`src/rtl/smpr_pkg.sv`:
```
`timescale 1ns / 1ps
// ----------------------------------------------------------------------------
// smpr_pkg
// Shared constants, types and helpers for the symmetry-reduced rank block:
// the 24-row symmetry table, factorial digit weights and stage enables.
// ----------------------------------------------------------------------------
package smpr_pkg;

  localparam int unsigned NumLabels = 8;
  localparam int unsigned NumRows   = 24;
  localparam int unsigned NumDigits = 7;
  localparam int unsigned RankW     = 16;

  localparam logic [2:0] SYM_ROW [NumRows][NumLabels] = '{
    '{3'd0, 3'd1, 3'd2, 3'd3, 3'd4, 3'd5, 3'd6, 3'd7},
    '{3'd0, 3'd2, 3'd6, 3'd4, 3'd7, 3'd5, 3'd1, 3'd3},
    '{3'd0, 3'd6, 3'd1, 3'd7, 3'd3, 3'd5, 3'd2, 3'd4},
    '{3'd1, 3'd3, 3'd0, 3'd2, 3'd6, 3'd4, 3'd7, 3'd5},
    '{3'd1, 3'd0, 3'd7, 3'd6, 3'd5, 3'd4, 3'd3, 3'd2},
    '{3'd1, 3'd7, 3'd3, 3'd5, 3'd2, 3'd4, 3'd0, 3'd6},
    '{3'd2, 3'd0, 3'd3, 3'd1, 3'd5, 3'd7, 3'd4, 3'd6},
    '{3'd2, 3'd3, 3'd4, 3'd5, 3'd6, 3'd7, 3'd0, 3'd1},
    '{3'd2, 3'd4, 3'd0, 3'd6, 3'd1, 3'd7, 3'd3, 3'd5},
    '{3'd3, 3'd2, 3'd1, 3'd0, 3'd7, 3'd6, 3'd5, 3'd4},
    '{3'd3, 3'd1, 3'd5, 3'd7, 3'd4, 3'd6, 3'd2, 3'd0},
    '{3'd3, 3'd5, 3'd2, 3'd4, 3'd0, 3'd6, 3'd1, 3'd7},
    '{3'd4, 3'd5, 3'd6, 3'd7, 3'd0, 3'd1, 3'd2, 3'd3},
    '{3'd4, 3'd6, 3'd2, 3'd0, 3'd3, 3'd1, 3'd5, 3'd7},
    '{3'd4, 3'd2, 3'd5, 3'd3, 3'd7, 3'd1, 3'd6, 3'd0},
    '{3'd5, 3'd7, 3'd4, 3'd6, 3'd2, 3'd0, 3'd3, 3'd1},
    '{3'd5, 3'd4, 3'd3, 3'd2, 3'd1, 3'd0, 3'd7, 3'd6},
    '{3'd5, 3'd3, 3'd7, 3'd1, 3'd6, 3'd0, 3'd4, 3'd2},
    '{3'd6, 3'd4, 3'd7, 3'd5, 3'd1, 3'd3, 3'd0, 3'd2},
    '{3'd6, 3'd7, 3'd0, 3'd1, 3'd2, 3'd3, 3'd4, 3'd5},
    '{3'd6, 3'd0, 3'd4, 3'd2, 3'd5, 3'd3, 3'd7, 3'd1},
    '{3'd7, 3'd6, 3'd5, 3'd4, 3'd3, 3'd2, 3'd1, 3'd0},
    '{3'd7, 3'd5, 3'd1, 3'd3, 3'd0, 3'd2, 3'd6, 3'd4},
    '{3'd7, 3'd1, 3'd6, 3'd0, 3'd4, 3'd2, 3'd5, 3'd3}
  };

  localparam logic [RankW-1:0] DIGIT_WEIGHT [NumDigits] = '{
    16'd5040, 16'd720, 16'd120, 16'd24, 16'd6, 16'd2, 16'd1
  };

  typedef logic [2:0]       label_t;
  typedef logic [RankW-1:0] rank_t;

  typedef struct packed {
    logic load_pos;
    logic load_rank;
  } lane_en_t;

  typedef struct packed {
    logic load_grp;
    logic load_out;
  } merge_en_t;

  // Position of a label within one symmetry row.
  function automatic logic [2:0] row_pos(input logic [4:0] row, input logic [2:0] label);
    logic [2:0] pos;
    pos = '0;
    for (int q = 0; q < NumLabels; q++) begin
      if (SYM_ROW[row][q] == label) pos = 3'(q);
    end
    return pos;
  endfunction

endpackage

```
`src/rtl/smpr_lane.sv`:
```
`timescale 1ns / 1ps
// ----------------------------------------------------------------------------
// smpr_lane
// Ranks the permutation under one symmetry row. Stage one registers the row
// position of each relabeled entry, stage two the Lehmer-code rank.
// ----------------------------------------------------------------------------
module smpr_lane #(
  parameter int unsigned Row = 0
) (
  input  logic               clk_i,
  input  smpr_pkg::label_t   labels_i [smpr_pkg::NumLabels],
  input  smpr_pkg::lane_en_t en_i,
  output smpr_pkg::rank_t    rank_o
);

  logic [2:0]      pos_d [smpr_pkg::NumDigits];
  logic [2:0]      pos_q [smpr_pkg::NumDigits];
  smpr_pkg::rank_t rank_d, rank_q;

  always_comb begin
    for (int i = 0; i < smpr_pkg::NumDigits; i++) begin
      pos_d[i] = smpr_pkg::row_pos(5'(Row), labels_i[smpr_pkg::SYM_ROW[Row][i]]);
    end
  end

  // Digit is the row position less the earlier entries already taken before it.
  always_comb begin
    logic [2:0] digit;
    rank_d = '0;
    for (int i = 0; i < smpr_pkg::NumDigits; i++) begin
      digit = pos_q[i];
      for (int j = 0; j < i; j++) begin
        if (pos_q[j] < pos_q[i]) digit = digit - 3'd1;
      end
      rank_d = rank_d + (smpr_pkg::RankW'(digit) * smpr_pkg::DIGIT_WEIGHT[i]);
    end
  end

  always_ff @(posedge clk_i) begin
    if (en_i.load_pos) begin
      pos_q <= pos_d;
    end
    if (en_i.load_rank) begin
      rank_q <= rank_d;
    end
  end

  assign rank_o = rank_q;

endmodule

```
`config.mk`:
```
export PLATFORM = sky130hd
export DESIGN_NAME = smpr_lane
export DESIGN_NICKNAME = d
export VERILOG_FILES = /design/src/rtl/smpr_pkg.sv /design/src/rtl/smpr_lane.sv
export SDC_FILE = /design/constraint.sdc
export NUM_CORES = 1
export LEC_CHECK = 0
export BUFFER_PORTS_ARGS = -buffer_cell sky130_fd_sc_hd__buf_2
export CAP_MARGIN = 25
export CORE_MARGIN = 4
export CORE_UTILIZATION = 60
export CTS_CLUSTER_SIZE = 14
export DETAILED_ROUTE_END_ITERATION = 12
export MAX_ROUTING_LAYER = met4
export PLACE_DENSITY = 0.84
export SKIP_CTS_REPAIR_TIMING = 1
export SYNTH_ARGS = -nofsm -noshare
export SYNTH_HDL_FRONTEND = slang
export SYNTH_SLANG_ARGS = --single-unit
```
`constraint.sdc`:
```
create_clock -name clk_i -period 8.2 [get_ports clk_i]
set_input_delay 1.64 -clock clk_i [delete_from_list [all_inputs] [get_ports clk_i]]
set_output_delay 1.64 -clock clk_i [all_outputs]
set_load 0.05 [all_outputs]
```
# == Word-level counts from Yosys, hierarchy flattened ==
# Cells that the tools add are included.
# W data, S select, Z words.
# op_classes
add_sub_neg,27
n_mul,5
magnitude_cmp,21
n_eq_ne,49
n_mux,63
reduce_logical,14
# op_table
operator,n
$mux W3,35
$eq A3 B3 Y1 const A,28
$lt A3 B3 Y1,21
$sub A3 B1 Y3 const B,21
$eq A2 B3 Y1 const A,14
$mux W2,14
$reduce_or A4 Y1,7
$eq A1 B3 Y1 const A,7
$add A16 B10 Y16,1
$add A16 B13 Y16,1
$add A16 B3 Y16,1
$add A16 B4 Y16,1
$add A16 B6 Y16,1
$add A16 B8 Y16,1
$mux W1,14
$reduce_or A2 Y1,7
$mul A3 B9 Y12 const B,1
$mul A3 B2 Y5 const B,2
$mul A3 B6 Y9 const B,1
$mul A3 B4 Y7 const B,1
# totals
register_bits,37
inputBits,27
out_inout_bits,16
wordCells,201

# == Logic depth before layout (Yosys ltp) ==
# Gate-level depths: netlist of the first run.
# depth
word_depth,13
depth_mapped,30

# == Worst setup path before layout of the first run ==
# OpenSTA, ideal clock, no wires.
# synth_path
path_kind,register to register
startpoint,register pos_q[20] (netlist name)
endpoint,"register rank_q[14], in the netlist rank_o[14] (data pin)"
arrival_ns,7.269
t_required_ns,8.042
setup_slack_ns,0.773
stages_incl_launch_ff,30
synth_period_minus_slack_ns,7.427
cell_sequence,edfxtp_1 > ha_1 > nand2_1 > o21ai_2 > mux2_4 > o22ai_1 > nor2_1 > ha_1 > nand2_1 > o31ai_4 > ha_1 > mux2_2 > ha_1 > o211ai_1 > xnor2_1 > xnor2_1 > xnor3_1 > xor2_1 > fa_1 > fa_1 > fa_1 > inv_1 > ha_1 > fa_1 > a21o_1 > a21oi_1 > o21ai_0 > or3_1 > a2111o_1 > o211ai_1
# synth_between
elab_chain_cells,13
# synth_lines
element,line_no,source
from (decl),smpr_lane.sv:17,logic [2:0] pos_q [smpr_pkg::NumDigits];
from (signal assigned),smpr_lane.sv:41,pos_q <= pos_d;
branches (longest 12 deep; another with $add A16 B13 Y16),n/a,
$add A16 B3 Y16 *,smpr_lane.sv:35,rank_d = rank_d + (smpr_pkg::RankW'(digit) * smpr_pkg::DIGIT_WEIGHT[i]);
named net rank_d[14],smpr_lane.sv:18,"smpr_pkg::rank_t rank_d, rank_q;"
to (signal assigned),smpr_lane.sv:44,rank_q <= rank_d;
to (decl),smpr_lane.sv:18,
# Mark *: on every way through the listed nets, which the timed path passes.
# A chain may end at the register's enable or synchronous reset.

# == Final worst setup path of the first run ==
# layout_path
startpoint,register pos_q[2] (netlist name)
endpoint,"register rank_q[14], in the netlist rank_o[14] (data pin)"
# layout_between
elab_chain_cells,13
# layout_lines
element,line_no,source
$sub A3 B1 Y3 or $lt A3 B3 Y1 (tied branches),smpr_lane.sv:33,if (pos_q[j] < pos_q[i]) digit = digit - 3'd1;
$mux W3,smpr_lane.sv:33,
$sub A3 B1 Y3,smpr_lane.sv:33,
$mux W3,smpr_lane.sv:33,
$sub A3 B1 Y3,smpr_lane.sv:33,
$mux W3,smpr_lane.sv:33,
$sub A3 B1 Y3,smpr_lane.sv:33,
$mux W3,smpr_lane.sv:33,
$sub A3 B1 Y3,smpr_lane.sv:33,
$mux W3,smpr_lane.sv:33,
$sub A3 B1 Y3,smpr_lane.sv:33,
$mux W3 *,smpr_lane.sv:33,
$add A16 B3 Y16 *,smpr_lane.sv:35,
named net rank_d[14],smpr_lane.sv:18,
# Mark *: on every way through the listed nets, which the timed path passes. The rest lies on a longest branch.

==> run_results.csv, run 1 <==
group,metric,value,unit
clock_tree,cts_max_level,2,
synthesis,yosysWarnings,0,
run_status,status,"complete, no violations",
route,drt_iter0_drc,193,
synthesis,synthAdderAreaFrac,37.9,%
route,dr_wl_met3,301,um
route,drt_wl_total,10.5,mm
grt,grt_max_degree,22,
route,drtPass1Iterations,5,
setup_path,worstPathArrival,7970,ps
grt,grt_pass1_wl,17.7,mm
timing,fin_setup_tns,0,ps
finish,multi_input_area,0.00394,sq mm
setup_path,slowest_delay,510,ps
synthesis,synth_nets,725,
timing,fin_crit_sh,95.5,%
clock_tree,root_buffer,"clkbuf_8",
route,drc_errors,0,
synthesis,synth-main-ff-cell,"edfxtp_1",
finish,diodes,0,
synthesis,netlist_area,0.00539,sq mm
clock_tree,cts-buffers-inserted,5,
floorplan,start_util,61.8,%
route,postRouteAntennaNets,0,
clock_tree,clock_path_buffers,2,
synthesis,synthTopCellsByArea,"ha_1 (28%), edfxtp_1 (21%), fa_1 (10%)",
floorplan,rows,34,
synthesis,synth_edf_count,37,
floorplan,die-area,0.0106,sq mm
finish,final_util,66.8,%
timing,drv_slew,0,
synthesis,yosys.area.top_type_share,27.9,%
synthesis,synthXorXnorAreaFrac,11.0,%
route,post_drt_wl_per_cell,15.2,um
synthesis,synth_cell_type_count,49,
route,dr_total_vias,3844,
setup_path,start_kind,"register",
grt,grt.total_usage,21.6,%
synthesis,synth_common_cells,"ha_1 (120), inv_1 (72), xnor2_1 (39)",
route,drt-met1-wl,4.81,mm
finish,drive_gt1_share,12.9,%
synthesis,yosysMostFrequentCell,"ha_1",
place,dp_slack,399,ps
clock_tree,cts.reportedPaths.clkPinSlew,90,ps
synthesis,synth_top_family_by_area,"adder cells",
synthesis,yosysSeqAreaShare,20.6,%
synthesis,synth_simple_gate_area_share,8.94,%
finish,seq_area,0.00111,sq mm
clock_tree,cts_sinks,37,
setup_path,crit_top_cell,"ha_1",
setup_path,path_class,"reg -> reg",
route,vias_per_cell,5.58,
floorplan,die-height,103,um
finish,area_growth,8.10,%
floorplan,io_pins,43,
timing,fmax,128,MHz
grt,grt_pass1_vias,3925,
synthesis,postSynthCellCount,551,
place,place_congestion,0.916,
finish,nNetsFinal,754,
clock_tree,clock_latency,300,ps
floorplan,core-area,0.00872,sq mm
timing,hold_viol,0,
timing,tightest_slew,563,ps
route,top_layer_used,"met4",
floorplan,die-width,103,um
clock_tree,tritoncts,"done",
place,dp.final_hpwl,8.59,mm
synthesis,synth-compound-area-share,12.1,%
synthesis,ys_async_sr_fraction,0,%
flow_run,maxCapViolations,0,
timing,setup_violations,0,
finish,fillers,616,
timing,period_minus_slack,7830,ps
timing,slew_headroom,62.5,%
place,port_buffers,39,
synthesis,yosys.area.top_type,"ha_1",
synthesis,postSynthAreaPerCell,9.78,sq um
timing,clock_skew,11.4,ps
route,wl_met2,5.24,mm
grt,gr-total-overflow,0,
hold_path,hold_path.class,"reg -> reg",
timing,setup_ws,373,ps
setup_path,path_max_fanout,7,
grt,antenna_found_initial,0,
synthesis,ys_ff_latch,37,
setup_path,cpMaxStageDelayCell,"fa_1",
setup_path,worst_setup_path_end_kind,"register",
timing,rsz0062_at_grt,"false",
synthesis,synthMuxAreaShare,2.88,%
setup_path,required,8350,ps
timing,holdWs,1270,ps
[flip-flops by register name, indices dropped and copies added (netlist names)]
signal / count
pos_q: 21
rank_o: 16
[routing by layer]
metal,global-route usage [%],vias to the layer above
li1,-,1931
met1,27.6,1819
met2,36.6,78
met3,2.44,16
met4,5.98,0
met5,-,-
[layout by cell type, fill, tap and decap left out, drive strengths merged, types with 3 or more instances in the layout]
cell / instances
xnor2: 40
nor2: 34
xor2: 13
edfxtp: 37
inv: 74
mux2i: 5
nand2b: 11
clkbuf: 5
mux2: 9
nor2b: 14
o21ai: 24
a211oi: 7
a21o: 16
ha: 120
xnor3: 5
fa: 27
nand2: 34
buf: 43
o21a: 5
a21oi: 25
o211ai: 5
nand3: 3
[critical path, delay by kind of cell (launching register included)]
family	cells	cell delay, ps
adders and majority gates	9	3040
AOI/OAI and AO/OA	10	1930
xor gates and xnor gates	4	860
muxes	2	600
and+or+nand+nor	3	580
DFF	1	360
buffers and inverters	2	300
[stage by stage]
stage / instance area [sq um] / instances
global placement: 5670 / 681
finish: 5830 / 689
detailed placement: 5670 / 681
floorplan: 5390 / 551
global route: 5830 / 689
CTS: 5810 / 689
[area by class of cell]
| class | instances | area share [%] |
|---|---|---|
| well taps | 108 | 2.32 |
| clock buffers | 5 | 1.18 |
| flip-flops and latches | 37 | 19.1 |
| inverters | 73 | 4.70 |
| clock inverters | 3 | 1.18 |
| multi-input cells | 420 | 67.7 |
| repair buffers | 43 | 3.87 |
[final timing paths]
check | startpoint | end | slack (ps) | cells past startpoint
setup / recovery | pos_q[2] | rank_o[14] | 370 | 30
hold / removal | pos_q[4] | rank_o[0] | 1270 | 6
hold reg to reg | pos_q[4] | rank_o[0] | 1270 | 6
setup reg to reg | pos_q[2] | rank_o[14] | 370 | 30
[cell families after synthesis]
| group | after synthesis |
|---|---|
| simple gates | 104 |
| fa+ha+maj | 147 |
| flops | 37 |
| xor+xnor | 58 |
| buf+inv | 94 |
| mux | 14 |
| compound gates | 97 |
Power of run 1 is not shown: default switching activity piles up to over one toggle a cycle in this logic, so the estimate is an artifact.
==> run 2: changes to the inputs <==
==> constraint.sdc (replaced) <==
create_clock -name clk_i -period 8.2 [get_ports clk_i]
set_input_delay 1.23 -clock clk_i [delete_from_list [all_inputs] [get_ports clk_i]]
set_output_delay 1.23 -clock clk_i [all_outputs]
set_load 0.05 [all_outputs]
==> run_results.csv, run 2 (same netlist as run 1, synthesis figures left out) <==
group,metric,value,unit
floorplan,die-area,0.0106,sq mm
timing,fmax,128,MHz
grt,gr-usage-met1,27.4,%
finish,top_register,"pos_q",
timing,rsz0062_at_grt,"false",
setup_path,worstPathArrival,7940,ps
grt,gr-total-overflow,0,
clock_tree,clock_path_buffers,2,
route,drt_iter0_drc,143,
clock_tree,tritoncts,"done",
grt,grt_max_degree,22,
floorplan,die-width,103,um
clock_tree,cts.reportedPaths.clkPinSlew,90,ps
timing,setup_violations,0,
route,dr_total_vias,3897,
setup_path,path_max_fanout,5,
grt,gr-usage-met2,38.8,%
setup_path,crit_top_cell,"ha_1",
clock_tree,clock_latency,310,ps
finish,area_growth,8.31,%
place,place_congestion,0.879,
finish,final_common_cell,"ha_1",
timing,period_minus_slack,7830,ps
route,drc_errors,0,
setup_path,required,8320,ps
floorplan,rows,34,
grt,use_met3,2.77,%
timing,hold_viol,0,
route,postRouteAntennaNets,0,
route,post_drt_wl_per_cell,15.8,um
place,dp.final_hpwl,8.69,mm
place,port_buffers,39,
hold_path,hold_path.class,"in -> reg",
clock_tree,cts_sinks,37,
setup_path,cpMaxStageDelayCell,"fa_1",
timing,clock_skew,12.3,ps
finish,layout_common_cells,"ha_1 (120), inv_1 (70), xnor2_1 (39), buf_2 (39), edfxtp_1 (37)",
route,vias_per_cell,5.64,
finish,nNetsFinal,756,
grt,grt_pass1_vias,4069,
route,drt_wl_total,10.9,mm
floorplan,io_pins,43,
finish,drive_gt1_share,13.7,%
timing,fin_crit_sh,95.4,%
clock_tree,cts_max_level,2,
grt,grt.total_usage,22.4,%
floorplan,core-area,0.00872,sq mm
finish,largest_reg_flops,21,
timing,tightest_slew,593,ps
clock_tree,cts-buffers-inserted,5,
run_status,status,"complete, no violations",
setup_path,crit_buf_inv,3,
grt,grt_pass1_wl,18.3,mm
route,drtPass1Iterations,4,
timing,fin_setup_tns,0,ps
timing,slew_headroom,60.5,%
floorplan,die-height,103,um
setup_path,worst_setup_path_end_kind,"register",
clock_tree,root_buffer,"clkbuf_8",
floorplan,start_util,61.8,%
setup_path,cp_top_family,"adder cells",
flow_run,maxCapViolations,0,
setup_path,path_class,"reg -> reg",
setup_path,start_kind,"register",
timing,drv_slew,0,
finish,diodes,0,
setup_path,slowest_delay,520,ps
grt,top_usage_layer,"met2",
grt,antenna_found_initial,0,
[run 2: worst paths after layout]
path / endpoint / depth (start not counted) / from / slack (ps)
worst min-delay path: pos_q[7] / 1 / labels_i[10] / 1090
worst min register to register: rank_o[0] / 6 / pos_q[4] / 1280
worst max-delay path: rank_o[14] / 29 / pos_q[20] / 370
worst max register to register: rank_o[14] / 29 / pos_q[20] / 370
[run 2: final cells by class]
type | count | area, sq um
Clock inverter | 3 | 68.8
Inverter | 73 | 274
Sequential cell | 37 | 1110
Fill cell | 658 | 2880
Timing Repair Buffer | 45 | 240
Multi-Input combinational cell | 420 | 3940
Clock buffer | 5 | 68.8
Tap cell | 108 | 135
[run 2: stage by stage]
| stage | area, sq um | setup slack (ps) | utilization [%] | hold slack [ps] | cells |
|---|---|---|---|---|---|
| floorplan | 5390 | 773 | - | 1040 | 551 |
| global placement | 5670 | 504 | 65.0 | 1180 | 681 |
| detailed placement | 5670 | 288 | 65.0 | 1240 | 681 |
| CTS | 5810 | 223 | 66.6 | 1100 | 689 |
| global route | 5840 | 10.0 | 66.9 | 1090 | 691 |
| finish | 5840 | 375 | 66.9 | 1090 | 691 |
[run 2: layer usage]
layer	vias to the layer above	share of wire (%)
met1	1856	44
met5	-	0
li1	1937	-
met4	0	2.1
met3	20	3.8
met2	84	51
Power of run 2 is left out for the same reason.
