==> src/rtl/smpr_pkg.sv <==
`timescale 1ns / 1ps
// ----------------------------------------------------------------------------
// smpr_pkg
// Shared constants, types and helpers for the symmetry-reduced rank block:
// the 24-row symmetry table, factorial digit weights and stage enables.
// ----------------------------------------------------------------------------
package smpr_pkg;

  localparam int unsigned NumLabels = 8;
  localparam int unsigned NumRows   = 24;
  localparam int unsigned NumDigits = 7;
  localparam int unsigned RankW     = 16;

  localparam logic [2:0] SYM_ROW [NumRows][NumLabels] = '{
    '{3'd0, 3'd1, 3'd2, 3'd3, 3'd4, 3'd5, 3'd6, 3'd7},
    '{3'd0, 3'd2, 3'd6, 3'd4, 3'd7, 3'd5, 3'd1, 3'd3},
    '{3'd0, 3'd6, 3'd1, 3'd7, 3'd3, 3'd5, 3'd2, 3'd4},
    '{3'd1, 3'd3, 3'd0, 3'd2, 3'd6, 3'd4, 3'd7, 3'd5},
    '{3'd1, 3'd0, 3'd7, 3'd6, 3'd5, 3'd4, 3'd3, 3'd2},
    '{3'd1, 3'd7, 3'd3, 3'd5, 3'd2, 3'd4, 3'd0, 3'd6},
    '{3'd2, 3'd0, 3'd3, 3'd1, 3'd5, 3'd7, 3'd4, 3'd6},
    '{3'd2, 3'd3, 3'd4, 3'd5, 3'd6, 3'd7, 3'd0, 3'd1},
    '{3'd2, 3'd4, 3'd0, 3'd6, 3'd1, 3'd7, 3'd3, 3'd5},
    '{3'd3, 3'd2, 3'd1, 3'd0, 3'd7, 3'd6, 3'd5, 3'd4},
    '{3'd3, 3'd1, 3'd5, 3'd7, 3'd4, 3'd6, 3'd2, 3'd0},
    '{3'd3, 3'd5, 3'd2, 3'd4, 3'd0, 3'd6, 3'd1, 3'd7},
    '{3'd4, 3'd5, 3'd6, 3'd7, 3'd0, 3'd1, 3'd2, 3'd3},
    '{3'd4, 3'd6, 3'd2, 3'd0, 3'd3, 3'd1, 3'd5, 3'd7},
    '{3'd4, 3'd2, 3'd5, 3'd3, 3'd7, 3'd1, 3'd6, 3'd0},
    '{3'd5, 3'd7, 3'd4, 3'd6, 3'd2, 3'd0, 3'd3, 3'd1},
    '{3'd5, 3'd4, 3'd3, 3'd2, 3'd1, 3'd0, 3'd7, 3'd6},
    '{3'd5, 3'd3, 3'd7, 3'd1, 3'd6, 3'd0, 3'd4, 3'd2},
    '{3'd6, 3'd4, 3'd7, 3'd5, 3'd1, 3'd3, 3'd0, 3'd2},
    '{3'd6, 3'd7, 3'd0, 3'd1, 3'd2, 3'd3, 3'd4, 3'd5},
    '{3'd6, 3'd0, 3'd4, 3'd2, 3'd5, 3'd3, 3'd7, 3'd1},
    '{3'd7, 3'd6, 3'd5, 3'd4, 3'd3, 3'd2, 3'd1, 3'd0},
    '{3'd7, 3'd5, 3'd1, 3'd3, 3'd0, 3'd2, 3'd6, 3'd4},
    '{3'd7, 3'd1, 3'd6, 3'd0, 3'd4, 3'd2, 3'd5, 3'd3}
  };

  localparam logic [RankW-1:0] DIGIT_WEIGHT [NumDigits] = '{
    16'd5040, 16'd720, 16'd120, 16'd24, 16'd6, 16'd2, 16'd1
  };

  typedef logic [2:0]       label_t;
  typedef logic [RankW-1:0] rank_t;

  typedef struct packed {
    logic load_pos;
    logic load_rank;
  } lane_en_t;

  typedef struct packed {
    logic load_grp;
    logic load_out;
  } merge_en_t;

  // Position of a label within one symmetry row.
  function automatic logic [2:0] row_pos(input logic [4:0] row, input logic [2:0] label);
    logic [2:0] pos;
    pos = '0;
    for (int q = 0; q < NumLabels; q++) begin
      if (SYM_ROW[row][q] == label) pos = 3'(q);
    end
    return pos;
  endfunction

endpackage

==> src/rtl/smpr_merge.sv <==
`timescale 1ns / 1ps
// ----------------------------------------------------------------------------
// smpr_merge
// Registered minimum tree over the lane ranks: groups of three first, then
// a tree over the eight group minima into the output register.
// ----------------------------------------------------------------------------
module smpr_merge (
  input  logic                clk_i,
  input  smpr_pkg::rank_t     ranks_i [smpr_pkg::NumRows],
  input  smpr_pkg::merge_en_t en_i,
  output smpr_pkg::rank_t     min_o
);

  localparam int unsigned NumGrp = smpr_pkg::NumRows / 3;

  function automatic smpr_pkg::rank_t min2(input smpr_pkg::rank_t a, input smpr_pkg::rank_t b);
    return (b < a) ? b : a;
  endfunction

  smpr_pkg::rank_t grp_d [NumGrp];
  smpr_pkg::rank_t grp_q [NumGrp];
  smpr_pkg::rank_t lvl1 [4];
  smpr_pkg::rank_t lvl2 [2];
  smpr_pkg::rank_t min_d, min_q;

  always_comb begin
    for (int g = 0; g < NumGrp; g++) begin
      grp_d[g] = min2(min2(ranks_i[3*g], ranks_i[3*g+1]), ranks_i[3*g+2]);
    end
    for (int k = 0; k < 4; k++) lvl1[k] = min2(grp_q[2*k], grp_q[2*k+1]);
    for (int k = 0; k < 2; k++) lvl2[k] = min2(lvl1[2*k], lvl1[2*k+1]);
    min_d = min2(lvl2[0], lvl2[1]);
  end

  always_ff @(posedge clk_i) begin
    if (en_i.load_grp) begin
      grp_q <= grp_d;
    end
    if (en_i.load_out) begin
      min_q <= min_d;
    end
  end

  assign min_o = min_q;

endmodule

==> config.mk <==
export PLATFORM = sky130hd
export DESIGN_NAME = smpr_merge
export DESIGN_NICKNAME = d
export VERILOG_FILES = /design/src/rtl/smpr_pkg.sv /design/src/rtl/smpr_merge.sv
export SDC_FILE = /design/constraint.sdc
export NUM_CORES = 1
export LEC_CHECK = 0
export ABC_AREA = 0
export BUFFER_PORTS_ARGS = -buffer_cell sky130_fd_sc_hd__buf_2
export CAP_MARGIN = 25
export CELL_PAD_IN_SITES_DETAIL_PLACEMENT = 0
export CELL_PAD_IN_SITES_GLOBAL_PLACEMENT = 1
export CORE_MARGIN = 2
export CORE_UTILIZATION = 42
export CTS_CLUSTER_DIAMETER = 50
export CTS_CLUSTER_SIZE = 28
export DETAILED_ROUTE_END_ITERATION = 6
export GPL_ROUTABILITY_DRIVEN = 0
export PLACE_DENSITY = 0.9
export SLEW_MARGIN = 20
export SYNTH_ARGS = -nofsm -noshare
export SYNTH_HDL_FRONTEND = slang
export SYNTH_SLANG_ARGS = --single-unit
==> constraint.sdc <==
create_clock -name clk_i -period 9.05 [get_ports clk_i]
set_input_delay 0.4525 -clock clk_i [delete_from_list [all_inputs] [get_ports clk_i]]
set_output_delay 0.4525 -clock clk_i [all_outputs]
set_load 0.02 [all_outputs]
=== Yosys cells after proc, flatten, opt, wreduce, memory -nomap -nowiden ===
Cells that the tools add are included.

* Register bits after elaboration: 144
* Bits in latches: 0
* Memory bits (writable): 0
* Bits in read-only memories: 0
* Input port bits: 387
* Output and inout port bits: 16
* Memories: 0

* Add/sub/neg operators: 0
* Multipliers: 0
* Divide/modulo/power cells: 0
* Magnitude comparators: 23
* Equality and inequality tests: 0
* Shift operators: 0
* Muxes and demuxes: 23
* Bitwise gates (word level): 0
* Reduce and logical (&&, ||, !) cells: 0

{| class="wikitable"
|+ Operator list
! cell !! number
|-
| less-than comparator 16 bit || 23
|-
| two-way mux 16 bit || 23
|}

=== Longest topological paths before layout ===
Gate-level depths: netlist (run 1).

* Word-level depth: 6
* Mapped depth: 33
* Gate-level depth less buffers: 30

=== Worst setup path after synthesis (run 1) ===
OpenSTA, ideal clock, no wires.

* Path type: register to register
* Start point: register grp_q[65] (netlist bit)
* End point: register min_q[10] (netlist: min_o[10]), data pin
* Setup time: 0.260 ns
* Data arrival time: 6.753 ns
* Data required time: 8.790 ns
* Setup slack: 2.037 ns
* Cell stages (with the launch flop): 31
* Clock period less this slack: 7.013 ns
* Cell sequence: edfxtp_1 > ha_1 > a2111oi_2 > a2111oi_2 > o31ai_2 > a21oi_4 > clkbuf_1 > mux2i_1 > inv_1 > ha_1 > a21oi_1 > o21ai_0 > a21oi_1 > nor3_1 > o21ai_0 > o311ai_4 > buf_6 > mux2i_1 > inv_1 > ha_1 > a21o_1 > a21oi_1 > nor2b_1 > o21ai_0 > nand2b_1 > a21oi_1 > o21ai_0 > a2111oi_0 > a31oi_4 > buf_6 > mux2_4

* Cells in the longest elaborated chain, start to end: 6

{| class="wikitable"
|+ Ends and longest elaborated chain
! item !! line !! RTL
|-
| from (decl) || smpr_merge.sv:21 || <nowiki>smpr_pkg::rank_t grp_q [NumGrp];</nowiki>
|-
| from (signal assigned) || smpr_merge.sv:37 || <nowiki>grp_q <= grp_d;</nowiki>
|-
| less-than comparator 16 bit || smpr_merge.sv:17 || <nowiki>return (b < a) ? b : a;</nowiki>
|-
| two-way mux 16 bit (*) || smpr_merge.sv:17 ||
|-
| less-than comparator 16 bit || smpr_merge.sv:17 ||
|-
| two-way mux 16 bit (*) || smpr_merge.sv:17 ||
|-
| less-than comparator 16 bit || smpr_merge.sv:17 ||
|-
| two-way mux 16 bit (*) || smpr_merge.sv:17 ||
|-
| net min_d[10] || smpr_merge.sv:24 || <nowiki>smpr_pkg::rank_t min_d, min_q;</nowiki>
|-
| to (signal assigned) || smpr_merge.sv:40 || <nowiki>min_q <= min_d;</nowiki>
|-
| to (decl) || smpr_merge.sv:24 ||
|}

Mark *: on every way through the listed nets, which the timed path passes. The rest lies on a longest branch.
A chain may end at the register's enable or synchronous reset.

=== Worst setup path in the final report (run 1) ===
* Start point: register grp_q[67] (netlist bit)
* End point: register min_q[6] (netlist: min_o[6]), data pin

Same word-level chain as after synthesis.

==> results.yml, run 1 <==
floorplanning:
  die_h_um: 206.0
  start_util_pct: 42.83
  std_cell_rows: 73
  io_pins: 403
  die_w_um: 206.0
  dieArea_um2: 42430
  core_area_um2: 40010
placed_design:
  portBuffers: 402
  dp.cells: 2742
  hpwlAfterDp_um: 39280
  preCtsSetupSlack_ps: 1222
setup_path:
  r2r-start: "grp_q[67]"
  cp-end-kind: "flip-flop"
  crit_path_max_fanout: 17
  worstSetupStartpoint: "grp_q[67]"
  start_kind: "flip-flop"
  critPathArrivalTime_ps: 8040
  path_class: "flip-flop to flip-flop"
  rr_worst_depth: 27
  required_ps: 9220
drt:
  drcViolationCount: 0
  via_per_inst: 5.182
  initialDrtViolationCount: 764
  wl_um: 45480
  ant_nets: 0
  via_count: 14420
  wire_per_inst_um: 16.35
  drtPass1Iterations: 5
cts:
  cts-resized-gates: 0
  clockBufferDepth: 2
  hold_buffers: 0
  cts_buffers: 17
  clkLatencyLatePin_ps: 420
  clockRootBuffer: "clkbuf_16"
  cts.clk_slew.worst_paths_ps: 70
  cts_max_level: 4
  cts_sinks: 144
  post-cts-setup-buffers: 0
  cts_tree: "yes"
timing:
  finalCritPeriodShare_pct: 86.98
  timing.final.crit_period_ps: 7872
  finalClockSkew_ps: 10.42
  drv_slew: 0
  tightestPinTransition_ps: 1005
  setup_ws_ps: 1178
  fin_setup_tns_ps: 0
  setup_viol: 0
  slew_headroom_pct: 32.81
  finalHoldViolCount: 0
  fmax_mhz: 127.0
  rsz0062_at_grt: "false"
final_layout:
  drive_above_1_share_pct: 22.21
  final_cell_mix: "buf_2 (401), inv_1 (352), ha_1 (344), mux2i_1 (280), a21oi_1 (165)"
  finish.utilization_pct: 51.06
  area_growth_pct: 19.23
  mostFrequentLayoutCell: "buf_2"
  final-instance-count-excl-fill: 2782
  nets: 2974
pwr:
  p_total_mw: 3.985
  total_leakage_power_nw: 11.19
  irDropWorstVdd_mv: 0.1784
  powerDensity_nw_per_um2: 195.1
synthesis:
  synth-edff-count: 144
  synth_area_leader_cell: "edfxtp_1"
  ys_ff_latch: 144
  ys_seq_area_share_pct: 25.24
  ys_warn_count: 0
  synth.cell_area_um2: 17130
  synth_nets: 2574
  async_flop_share_pct: 0
  avgSynthCellArea_um2: 9.297
  synth_top_area_share_pct: 25.24
  synth_ff_type: "edfxtp_1"
  synth_cells: 1843
  synth_area_leaders: "edfxtp_1 (25%), ha_1 (25%), mux2i_1 (16%)"
  synth.distinct_cells: 57
min_path:
  hold_class: "input pin to flip-flop"
  worstHoldPathCells: 2
  worstHoldStart: "ranks_i[288]"
global_route:
  grt-ovfl-total: 0
  track_usage_pct: 21.06
  grt_max_degree: 82
  antenna_found_initial: 1
  first_global_vias: 14520
  grt_first_pass_wirelength_um: 71210
job:
  drv_cap: 0
status:
  outcome: "completed"
==> layout make-up <==
type | instances | area [µm²]
antenna | 1 | 2.502
clock buffer | 19 | 432.9
clock inverter | 13 | 158.9
fill | 3750 | 19580
inverter | 352 | 1321
multi-input combinational | 1311 | 11350
sequential | 144 | 4324
tap | 525 | 656.9
timing repair buffer | 417 | 2177
==> final timing paths <==
kind,to,slack [ps]
max,min_o[6],1180
max reg2reg,min_o[6],1180
min,grp_q[96],360
min reg2reg,min_o[1],970
==> critical path: stages (launching register included) <==
cell and delay [ps]:
edfxtp_1 420, ha_1 290, o21ai_0 90, a2111oi_2 400, o31ai_2 130, a21oi_4 620
mux2i_1 350, inv_1 70, ha_1 310, a21oi_1 90, o21ai_0 160, a21oi_1 90
nor3_1 230, o21ai_0 220, o311ai_4 920, mux2i_1 360, inv_1 70, ha_1 300
a21o_1 160, a21oi_1 140, nor2b_1 60, o21ai_0 160, nand2b_1 80, a21oi_1 140
o21ai_0 110, a2111oi_0 780, a31oi_4 440, mux2_4 410
==> metal layers <==
layer	share of wire [%]	GRT usage [%]
met2	48	36.86
met1	46	27.48
met4	1.2	3.776
met3	5.1	3.437
met5	0	0
==> cells in the mapped netlist, types with 2 or more instances <==
library cell	count
a2111oi_0	6
a2111oi_1	2
a2111oi_2	4
a2111oi_4	2
a211oi_1	4
a21o_1	66
a21oi_1	170
a21oi_2	3
a31oi_1	5
and3_1	9
and4_1	7
buf_2	10
buf_4	2
buf_6	2
clkbuf_1	21
edfxtp_1	144
ha_1	344
inv_1	352
mux2_2	15
mux2_4	10
mux2i_1	280
nand2_1	36
nand2b_1	27
nand3_1	13
nand4_1	38
nor2_1	99
nor2b_1	28
nor3_1	16
nor4_1	5
o2111ai_1	8
o211a_1	2
o211ai_1	3
o21a_1	18
o21ai_0	59
o21ai_1	2
o21ai_2	2
o31a_1	3
o31ai_1	2
o31ai_2	4
or2_2	3
==> stage by stage <==
stage	instance area [µm²]	hold slack, ps
2_1_floorplan	17130	565.0
3_5_place_dp	19730	794.7
5_1_grt	20430	371.0
6_report	20430	364.5
3_3_place_gp	19730	796.2
4_1_cts	20320	353.2
==> flip-flops by register name, summed over array words and instances (netlist names) <==
signal,count
grp_q,128
min_o,16
==> power breakdown <==
group          internal, mW  switching (mW)  total (mW)
Combinational          1.02            1.25        2.27
Sequential            0.932          0.0752        1.01
Clock                 0.434           0.278       0.712
==> kinds of logic (layout without fill, tap and decap cells) <==
| kind of cell | count (synthesis) | in the layout | share of synthesized area [%] |
|---|---|---|---|
| multiplexers | 306 | 306 | 18.30 |
| other | 0 | 1 | 0 |
| flip-flops | 144 | 144 | 25.24 |
| buffers and inverters | 388 | 801 | 8.705 |
| AO/OA/AOI/OAI | 378 | 378 | 14.34 |
| AND/OR/NAND/NOR | 283 | 283 | 8.296 |
| adder cells (fa/ha/maj) | 344 | 344 | 25.12 |
Note: power is estimated with default switching activity, not from simulation.
==> inputs of run 2 (changes only) <==
- ABC_AREA: 0 -> 1
- CORE_UTILIZATION: 42 -> 40
- PLACE_DENSITY: 0.9 -> 0.91
==> run 2 against run 1 <==
  * Critical path depth decreased by 3
  * Total power increased by 9.2%
  * Global-route usage increased by 0.59 points
  * Register-to-register slack improved by 2000 ps
  * Via count increased by 8.9%
  * Utilization decreased by 3.0 points
  * Synthesized cell count increased by 18%
==> results.yml, run 2 <==
pwr:
  powerDensity_nw_per_um2: 227.4
  irDropWorstVdd_mv: 0.2399
  p_total_mw: 4.351
  total_leakage_power_nw: 9.860
cts:
  cts_max_level: 4
  clockRootBuffer: "clkbuf_16"
  cts_tree: "yes"
  cts_buffers: 17
  cts_sinks: 144
  hold_buffers: 0
  cts.clk_slew.worst_paths_ps: 60
  clockBufferDepth: 2
  clkLatencyLatePin_ps: 430
  cts-resized-gates: 0
  post-cts-setup-buffers: 0
timing:
  timing.final.crit_period_ps: 5850
  fmax_mhz: 170.9
  finalHoldViolCount: 0
  finalCritPeriodShare_pct: 64.65
  setup_viol: 0
  finalClockSkew_ps: 9.042
  rsz0062_at_grt: "false"
  drv_slew: 0
  slew_headroom_pct: 38.09
  fin_setup_tns_ps: 0
  tightestPinTransition_ps: 926.4
placed_design:
  hpwlAfterDp_um: 39970
  portBuffers: 402
  dp.cells: 3040
synthesis:
  synth-edff-count: 144
  synth_common_cells: "nand2_1 (406), ha_1 (344), a21oi_1 (324), inv_1 (280), o21ai_0 (239)"
  ys_warn_count: 0
  ys_ff_latch: 144
  synth_area_leader_cell: "edfxtp_1"
  synth_area_leaders: "edfxtp_1 (27%), ha_1 (27%), a21oi_1 (10%)"
  synth_top_area_share_pct: 26.74
  synth.most_common_cell: "nand2_1"
  async_flop_share_pct: 0
  ys_seq_area_share_pct: 26.74
  synth_cells: 2179
  avgSynthCellArea_um2: 7.422
  synth.cell_area_um2: 16170
  synth_ff_type: "edfxtp_1"
  synth_nets: 2910
  synth.distinct_cells: 36
final_layout:
  final-instance-count-excl-fill: 3072
  area_growth_pct: 18.30
  fillers: 4012
  mostFrequentLayoutCell: "nand2_1"
  top_register: "grp_q"
  final_cell_mix: "nand2_1 (406), buf_2 (401), ha_1 (344), a21oi_1 (324), inv_1 (280)"
  drive_above_1_share_pct: 18.26
  largest_reg_flops: 128
  antenna_cells: 0
  nets: 3266
  finish.utilization_pct: 48.04
floorplanning:
  die_h_um: 205.1
  die_w_um: 205.1
  core_area_um2: 39820
  std_cell_rows: 73
  start_util_pct: 40.61
  io_pins: 403
  dieArea_um2: 42050
drt:
  initialDrtViolationCount: 1036
  drcViolationCount: 0
  wire_per_inst_um: 15.06
  wl_um: 46270
  via_per_inst: 5.112
  drtPass1Iterations: 6
  ant_nets: 0
  via_count: 15700
setup_path:
  critPathArrivalTime_ps: 6030
  required_ps: 9230
  start_kind: "flip-flop"
  cp-end-kind: "flip-flop"
  path_class: "flip-flop to flip-flop"
  crit_path_max_fanout: 31
global_route:
  grt_first_pass_wirelength_um: 72200
  first_global_vias: 15030
  antenna_found_initial: 0
  grt_max_degree: 67
  grt-ovfl-total: 0
  track_usage_pct: 21.64
status:
  outcome: "completed"
min_path:
  hold_class: "input pin to flip-flop"
job:
  drv_cap: 0
## run 2: cell count changes after synthesis, sizes merged, moves of 23 or more
cell    delta
o21ai    +179
nor2b     -28
a21oi    +152
nor2     +101
nand4     -23
clkbuf    +35
nand3     +45
inv       -71
nand2    +390
mux2i    -281
mux2      -25
a21o      -65
nand2b    -28
## run 2: report_power, final
group	leakage [nW]	total [mW]	switching, mW	internal (mW)
combinational	8.18	2.65	1.75	0.902
sequential	1.42	1.04	0.0604	0.984
clock	0.264	0.658	0.279	0.378
total	9.86	4.35	2.09	2.26
## run 2: through the flow
stage	setup slack (ps)	hold slack [ps]	area, µm²
finish	3200	364.1	19130
global route	2593	353.1	19130
CTS	3275	343.2	19110
detailed placement	3307	799.2	18570
global placement	3403	806.1	18570
floorplan	4262	565.0	16170
## run 2: cell type report
cell class / count / area, µm² / area share [%]
multi-input combinational: 1685 / 10500 / 54.90
sequential: 144 / 4324 / 22.60
timing repair buffer: 406 / 2048 / 10.71
inverter: 281 / 1055 / 5.513
tap: 525 / 656.9 / 3.434
clock buffer: 19 / 432.9 / 2.263
clock inverter: 12 / 111.4 / 0.5821
## run 2: kinds of logic (layout without fill, tap and decap cells)
| logic type | count (synthesis) | in the layout | synth area share (%) |
|---|---|---|---|
| flops | 144 | 144 | 26.74 |
| fa+ha+maj | 344 | 344 | 26.62 |
| buf+inv | 350 | 718 | 8.379 |
| simple gates | 725 | 725 | 18.24 |
| compound gates | 616 | 616 | 20.03 |
## run 2: per-layer routing
| layer | GRT usage (%) | up-vias | part of all wire [%] |
|---|---|---|---|
| li1 | - | 8235 | - |
| met1 | 27.81 | 7043 | 45 |
| met2 | 38.02 | 380 | 48 |
| met3 | 3.627 | 46 | 5.2 |
| met4 | 4.573 | 0 | 1.6 |
| met5 | 0 | - | 0 |
## run 2: worst max-delay path, stage by stage, from the launching register on
cell      delay, ps
edfxtp_1        400
ha_1            330
a21oi_1         160
nor2_1           50
nor3_1          120
nand2_1          70
nand2_1          70
nand2_1         460
o21ai_0         590
ha_1            330
a21oi_1         130
nor2_1           60
a211oi_1        180
o221a_2         240
nand2_1          70
inv_1           520
o21ai_0         230
ha_1            350
a21oi_1         140
nor2_1           50
a211oi_1        190
o221a_2         460
nand2_4         220
nand2_1         100
nand2_1          60
## run 2: worst paths after layout
| path | startpoint | to | slack (ps) | cells past startpoint |
|---|---|---|---|---|
| hold reg to reg | grp_q[112] | min_o[0] | 910 | 8 |
| setup / recovery | grp_q[37] | min_o[4] | 3200 | 24 |
| setup reg to reg | grp_q[37] | min_o[4] | 3200 | 24 |
| hold / removal | ranks_i[289] | grp_q[97] | 360 | 3 |
